**src/rtl/core/smpq_pkg.sv**
```systemverilog
// Shared types and constants for the sorted min-priority queue.
package smpq_pkg;

   localparam int KEY_WIDTH    = 32;
   localparam int HANDLE_WIDTH = 16;
   localparam int COUNT_WIDTH  = 9;

   // Operation codes carried on the request channel
   localparam logic OP_ENQUEUE = 1'b0;
   localparam logic OP_DEQUEUE = 1'b1;

   // One stored entry as held by a cell
   typedef struct packed {
      logic                    valid;
      logic [KEY_WIDTH-1:0]    key;
      logic [HANDLE_WIDTH-1:0] handle;
   } entry_type;

   // Per-cycle chain command, shared by every cell
   typedef struct packed {
      logic insert;
      logic remove;
   } chain_ctrl_type;

endpackage

```
**src/rtl/core/smpq_cell.sv**
```systemverilog
// One position of the sorted chain: holds an entry and shifts with its neighbors.
module smpq_cell (
   input  logic                              clock,
   input  logic                              reset,
   input  smpq_pkg::chain_ctrl_type          ctrl,
   input  logic [smpq_pkg::KEY_WIDTH-1:0]    new_key,
   input  logic [smpq_pkg::HANDLE_WIDTH-1:0] new_handle,
   input  smpq_pkg::entry_type               left_entry,
   input  logic                              left_ge,
   input  smpq_pkg::entry_type               right_entry,
   output smpq_pkg::entry_type               entry,
   output logic                              ge
);
   import smpq_pkg::*;

   logic                    valid_ff, valid_in;
   logic [KEY_WIDTH-1:0]    key_ff, key_in;
   logic [HANDLE_WIDTH-1:0] handle_ff, handle_in;

   // Flag this position as at or past the insertion point
   assign ge = !valid_ff || (key_ff >= new_key);

   assign entry = '{valid: valid_ff, key: key_ff, handle: handle_ff};

   // Choose between hold, shift from left, take new entry, or shift from right
   always_comb begin
      valid_in  = valid_ff;
      key_in    = key_ff;
      handle_in = handle_ff;
      if (ctrl.insert && ge) begin
         if (left_ge) begin
            valid_in  = left_entry.valid;
            key_in    = left_entry.key;
            handle_in = left_entry.handle;
         end else begin
            valid_in  = 1'b1;
            key_in    = new_key;
            handle_in = new_handle;
         end
      end else if (ctrl.remove) begin
         valid_in  = right_entry.valid;
         key_in    = right_entry.key;
         handle_in = right_entry.handle;
      end
   end

   always_ff @(posedge clock) begin
      if (reset) begin
         valid_ff <= 1'b0;
      end else begin
         valid_ff <= valid_in;
      end
   end

   // Payload needs no reset
   always_ff @(posedge clock) begin
      key_ff    <= key_in;
      handle_ff <= handle_in;
   end

endmodule

```
**config.mk**
```make
export PLATFORM = sky130hd
export DESIGN_NAME = smpq_cell
export DESIGN_NICKNAME = d
export VERILOG_FILES = /design/src/rtl/core/smpq_pkg.sv /design/src/rtl/core/smpq_cell.sv
export SDC_FILE = /design/constraint.sdc
export NUM_CORES = 1
export LEC_CHECK = 0
export BUFFER_PORTS_ARGS = -buffer_cell sky130_fd_sc_hd__buf_2
export CAP_MARGIN = 30
export CORE_MARGIN = 2
export CORE_UTILIZATION = 25
export CTS_BUF_LIST = sky130_fd_sc_hd__clkbuf_16
export DETAILED_ROUTE_END_ITERATION = 10
export PLACE_DENSITY = 0.6
export SLEW_MARGIN = 15
export SYNTH_ARGS = -nofsm -noshare
export SYNTH_HDL_FRONTEND = slang
export SYNTH_SLANG_ARGS = --single-unit
```
**constraint.sdc**
```tcl
create_clock -name clock -period 7.7 [get_ports clock]
set_input_delay 1.54 -clock clock [delete_from_list [all_inputs] [get_ports clock]]
set_output_delay 1.54 -clock clock [all_outputs]
set_load 0.01 [all_outputs]
```
======== After elaboration in Yosys (flattened, before gate mapping) ========
Cells that the tools add are included.
operators by class
  order comparisons ....................... 1
  muxes and demuxes ....................... 9
  reduce and logical (&&, ||, !) cells .... 4
operators with widths
  cell                 count
  $mux W32             3
  $mux W16             3
  $ge A32 B32 Y1       1
  $mux W1              3
  $reduce_bool A2 Y1   1
  $logic_and A1 B1 Y1  1
  $logic_not A1 Y1     1
  $logic_or A1 B1 Y1   1
word-level totals
  flip-flop bits (word level) ............. 49
  input bits .............................. 151
  word-level logic and storage cells ...... 17

======== Depth between registers and ports, before layout ========
  word-level depth ........................ 4
  mapped depth ............................ 9
  mapped depth without buffers ............ 8

======== Worst setup path after synthesis ========
No wires, ideal clock.
  path type ............................... input port to flip-flop
  start point ............................. input new_key[29] in the netlist's numbering
  end point ............................... register handle_ff[0], enable pin
  library setup time ...................... 0.413 ns
  arrival ................................. 3.956 ns
  slack ................................... 3.331 ns
  cell stages on the path ................. 8
  cells stage by stage .................... inv_1 -> ha_1 -> nand4_1 -> nor4_2 -> and3_1 -> a22oi_4 -> buf_6 -> nand2b_1
on the way
  longest elaborated chain between the ends .. 4
RTL lines
  what                          line             RTL
  start: declaration            smpq_cell.sv:6   input logic [smpq_pkg::KEY_WIDTH-1:0] new_key,
  $ge A32 B32 Y1                smpq_cell.sv:21  assign ge = !valid_ff || (key_ff >= new_key);
  $logic_or A1 B1 Y1            smpq_cell.sv:21
  $logic_and A1 B1 Y1           smpq_cell.sv:30  if (ctrl.insert && ge) begin
  $reduce_bool A2 Y1 (no line)  -
  end signal: assignment        smpq_cell.sv:58  handle_ff <= handle_in;
  end: declaration              smpq_cell.sv:18  logic [HANDLE_WIDTH-1:0] handle_ff, handle_in;
Every way passes these cells.
A chain may end at the register's enable or synchronous reset.

======== Worst setup path after layout ========
  start point ............................. input new_key[1] in the netlist's numbering
  end point ............................... output ge
on the way
  longest elaborated chain between the ends .. 2
RTL lines
  what                line             RTL
  $ge A32 B32 Y1      smpq_cell.sv:21
  $logic_or A1 B1 Y1  smpq_cell.sv:21
  end: declaration    smpq_cell.sv:12  output logic ge
Every way passes these cells.

==> results_tabular.tex <==
\begin{tabular}{lr}
\hline
Metric & Value \\
\hline
\multicolumn{2}{l}{\textbf{Yosys}} \\
Number of unique standard cell types used by synthesis & 27 \\
Avg Inst Size Synth & 11.5 µm² \\
Nets in the synthesized netlist & $\sim$500 \\
Share of synthesized area occupied by flip-flops and latches & 0.405 \\
Synth Warn \# & 0 \\
Netlist area before placement & 3610 µm² \\
Number of instances in the synthesized netlist & approximately 320 \\
Flip-flop and latch count after synthesis & slightly below 50 \\
\multicolumn{2}{l}{\textbf{Drt}} \\
DRC violation count after routing & 0 \\
WL final & 10.1 mm \\
Number of vias in the routed layout & 3,064 \\
Number of optimization iterations in the first detailed-route pass & 6 \\
Number of vias per cell after detailed routing & 4.43 \\
Remaining number of nets flagged by the antenna check after routing & 0 \\
Routed length per placed instance & approximately 15 µm \\
Starting DRT DRC Count & 87 \\
\multicolumn{2}{l}{\textbf{Setup path}} \\
Setup Crit Path Kind & input pin to output port \\
Worst Setup End Kind & output port \\
CP required & around 6.2 ns \\
Element type at the critical path start & input pin \\
Largest fanout of any net on the critical path & 2 \\
Worst EP arrival & about 3.2 ns \\
\multicolumn{2}{l}{\textbf{Clock tree}} \\
Cts bufs inserted & 5 \\
Clock tree root buffer cell & clkbuf\_16 \\
Clock input transition at the sequential cells of the worst setup and hold paths & $\sim$0.070 ns \\
Cells resized by post-CTS repair & 0 \\
Clock tree buffer depth & 2 \\
CTS hold repair buffers & 0 \\
Count of clock tree sinks & just under 50 \\
Number of levels in the clock H-tree & 2 \\
CTS tree & built \\
Clock Latency Late Sink & around 0.30 ns \\
Post-CTS Setup Inserts & 0 \\
\multicolumn{2}{l}{\textbf{Global routing}} \\
Via count of the first global-routing pass & 3,056 \\
Antenna violations before repair & 1 \\
Total grt overflow & 0 \\
First-pass GRT wire length & about 15 mm \\
Largest net degree at the start of global routing & 81 \\
GRT Resource Usage Total & 0.126 \\
\multicolumn{2}{l}{\textbf{Die}} \\
I/O pin count & around 200 \\
Die area & about 15,000 µm² \\
Core region area & 14,000 µm² \\
Die width & 124 µm \\
Floorplan die height & $\sim$120 µm \\
Site row count & between 40 and 50 \\
Initial Utilization & 0.258 \\
\multicolumn{2}{l}{\textbf{Final layout}} \\
Growth of design area from synthesis to finish & 36.5\% \\
Final net count & around 690 \\
Leading cell types in the layout, fill and taps excluded & 200 x buf\_2, 49 x mux2\_4, 48 x edfxtp\_1 \\
Final standard cell utilization of the core & 0.352 \\
Layout cell share with drive strength beyond 1 & 0.550 \\
Final Instance Area & between 4000 and 5000 µm² \\
\# fillers & 1,432 \\
Leading cell type in the layout, fill and taps excluded & buf\_2 \\
\multicolumn{2}{l}{\textbf{Placement}} \\
Instance area at placement & 4760 µm² \\
Placed wire-length estimate after detailed placement & around 7.9 mm \\
Gp weighted congestion & between 0.7 and 0.8 \\
Port Buffers & 200 \\
\multicolumn{2}{l}{\textbf{Power and ir drop}} \\
Static leakage power & $\sim$2.5 nW \\
Cell area power density & about 180 nW/µm² \\
Worst voltage drop across the vdd grid & approximately 0.074 mV \\
Power after layout & 0.869 mW \\
\multicolumn{2}{l}{\textbf{Timing}} \\
Worst hold slack & 0.745 ns \\
Summed negative setup slack over all endpoints & 0 ns \\
Worst-case headroom to the max-slew limit & 0.374 \\
Worst clock skew & approximately 0.008 ns \\
Max Transition Viols Final & 0 \\
Highest attainable clock frequency & 212 MHz \\
Final hold viol count & 0 \\
Transition at the pin with the smallest max-transition slack & $\sim$0.94 ns \\
Final period utilization & 0.612 \\
Final setup vio count & 0 \\
Time the final worst path needs with I/O delays and setup & roughly 4.7 ns \\
RSZ-0062 raised after global routing & no \\
\multicolumn{2}{l}{\textbf{Status}} \\
Result of the run & completed \\
\multicolumn{2}{l}{\textbf{Run}} \\
Max Cap Violations & 0 \\
\multicolumn{2}{l}{\textbf{Hold path}} \\
Tightest Hold Check Type & flop to flop \\
\hline
\end{tabular}
==> state kept, by name (all words and copies together), names as in the netlist <==
| name | cells |
|---|---|
| valid_ff | 1 |
| handle_ff | 16 |
| key_ff | 32 |
==> logic make-up (layout without fill, tap and decap cells) <==
group                      count (synthesis)  count (layout)  synth area share
muxes                                     67              67             0.260
and+or+nand+nor                           60              60            0.0731
AOI/OAI and AO/OA                         59              59            0.0901
DFF                                       49              49             0.405
buffers and inverters                     48             244            0.0617
adders and majority gates                 32              32             0.111
other                                      0               1                 0
==> path summary, 6_finish.rpt <==
kind	startpoint	to	slack, ns	cells past startpoint
hold reg to reg	valid_ff	valid_ff	0.75	3
setup / recovery	new_key[1]	ge	2.99	9
hold / removal	valid_ff	valid_ff	0.75	3
setup reg to reg	key_ff[1]	key_ff[6]	4.60	8
==> per-layer routing <==
layer / vias to the layer above / track usage / part of all wire
met5: - / 0 / 0
met4: 0 / 0.0442 / 0.019
met1: 1410 / 0.146 / 0.41
li1: 1517 / - / -
met2: 125 / 0.216 / 0.49
met3: 12 / 0.0440 / 0.085
==> power breakdown <==
part | switching [mW] | internal [mW] | total (mW)
registers | 0.0159 | 0.336 | 0.352
logic | 0.126 | 0.136 | 0.262
clock network | 0.104 | 0.152 | 0.256
==> cell type report <==
class / instances / area, µm² / area share
Antenna cell: 1 / 2.50 / 0.000508
Clock buffer: 5 / 125 / 0.0254
Clock inverter: 3 / 38.8 / 0.00787
Inverter: 33 / 124 / 0.0251
Multi-Input combinational cell: 218 / 1930 / 0.391
Sequential cell: 49 / 1460 / 0.296
Tap cell: 180 / 225 / 0.0457
Timing Repair Buffer: 203 / 1020 / 0.208
==> cells in the mapped netlist, drive strengths merged <==
cell type  number  share of area
mux2           66           0.26
nor4            2         0.0069
buf             7          0.019
nand2b          3         0.0052
nand4           3         0.0052
edfxtp         48           0.40
and3            1         0.0017
a22oi           2         0.0080
a31o            1         0.0024
nor3            1         0.0014
o2111ai         1         0.0024
nor2            6         0.0062
nor2b           1         0.0017
nand2          43          0.045
clkbuf          8         0.0083
o311ai          1         0.0024
ha             32           0.11
a21oi          16          0.022
mux2i           1         0.0028
dfxtp           1         0.0055
inv            33          0.034
o21ai          38          0.053
==> stage by stage <==
stage | setup WS, ns | std cells
2_1_floorplan | 3.33 | 315
3_3_place_gp | 2.98 | 683
3_5_place_dp | 2.92 | 683
4_1_cts | 2.91 | 691
5_1_grt | 2.81 | 692
6_report | 2.99 | 692
==> worst max-delay path, stage by stage <==
cell       delay [ns]
buf_2            0.08
inv_1            0.06
ha_1             0.29
o21ai_1          0.12
a21oi_1          0.06
o311ai_1         0.27
o2111ai_1        0.30
a31o_2           0.31
buf_2            0.14
Power figures use the tool's default switching activity.
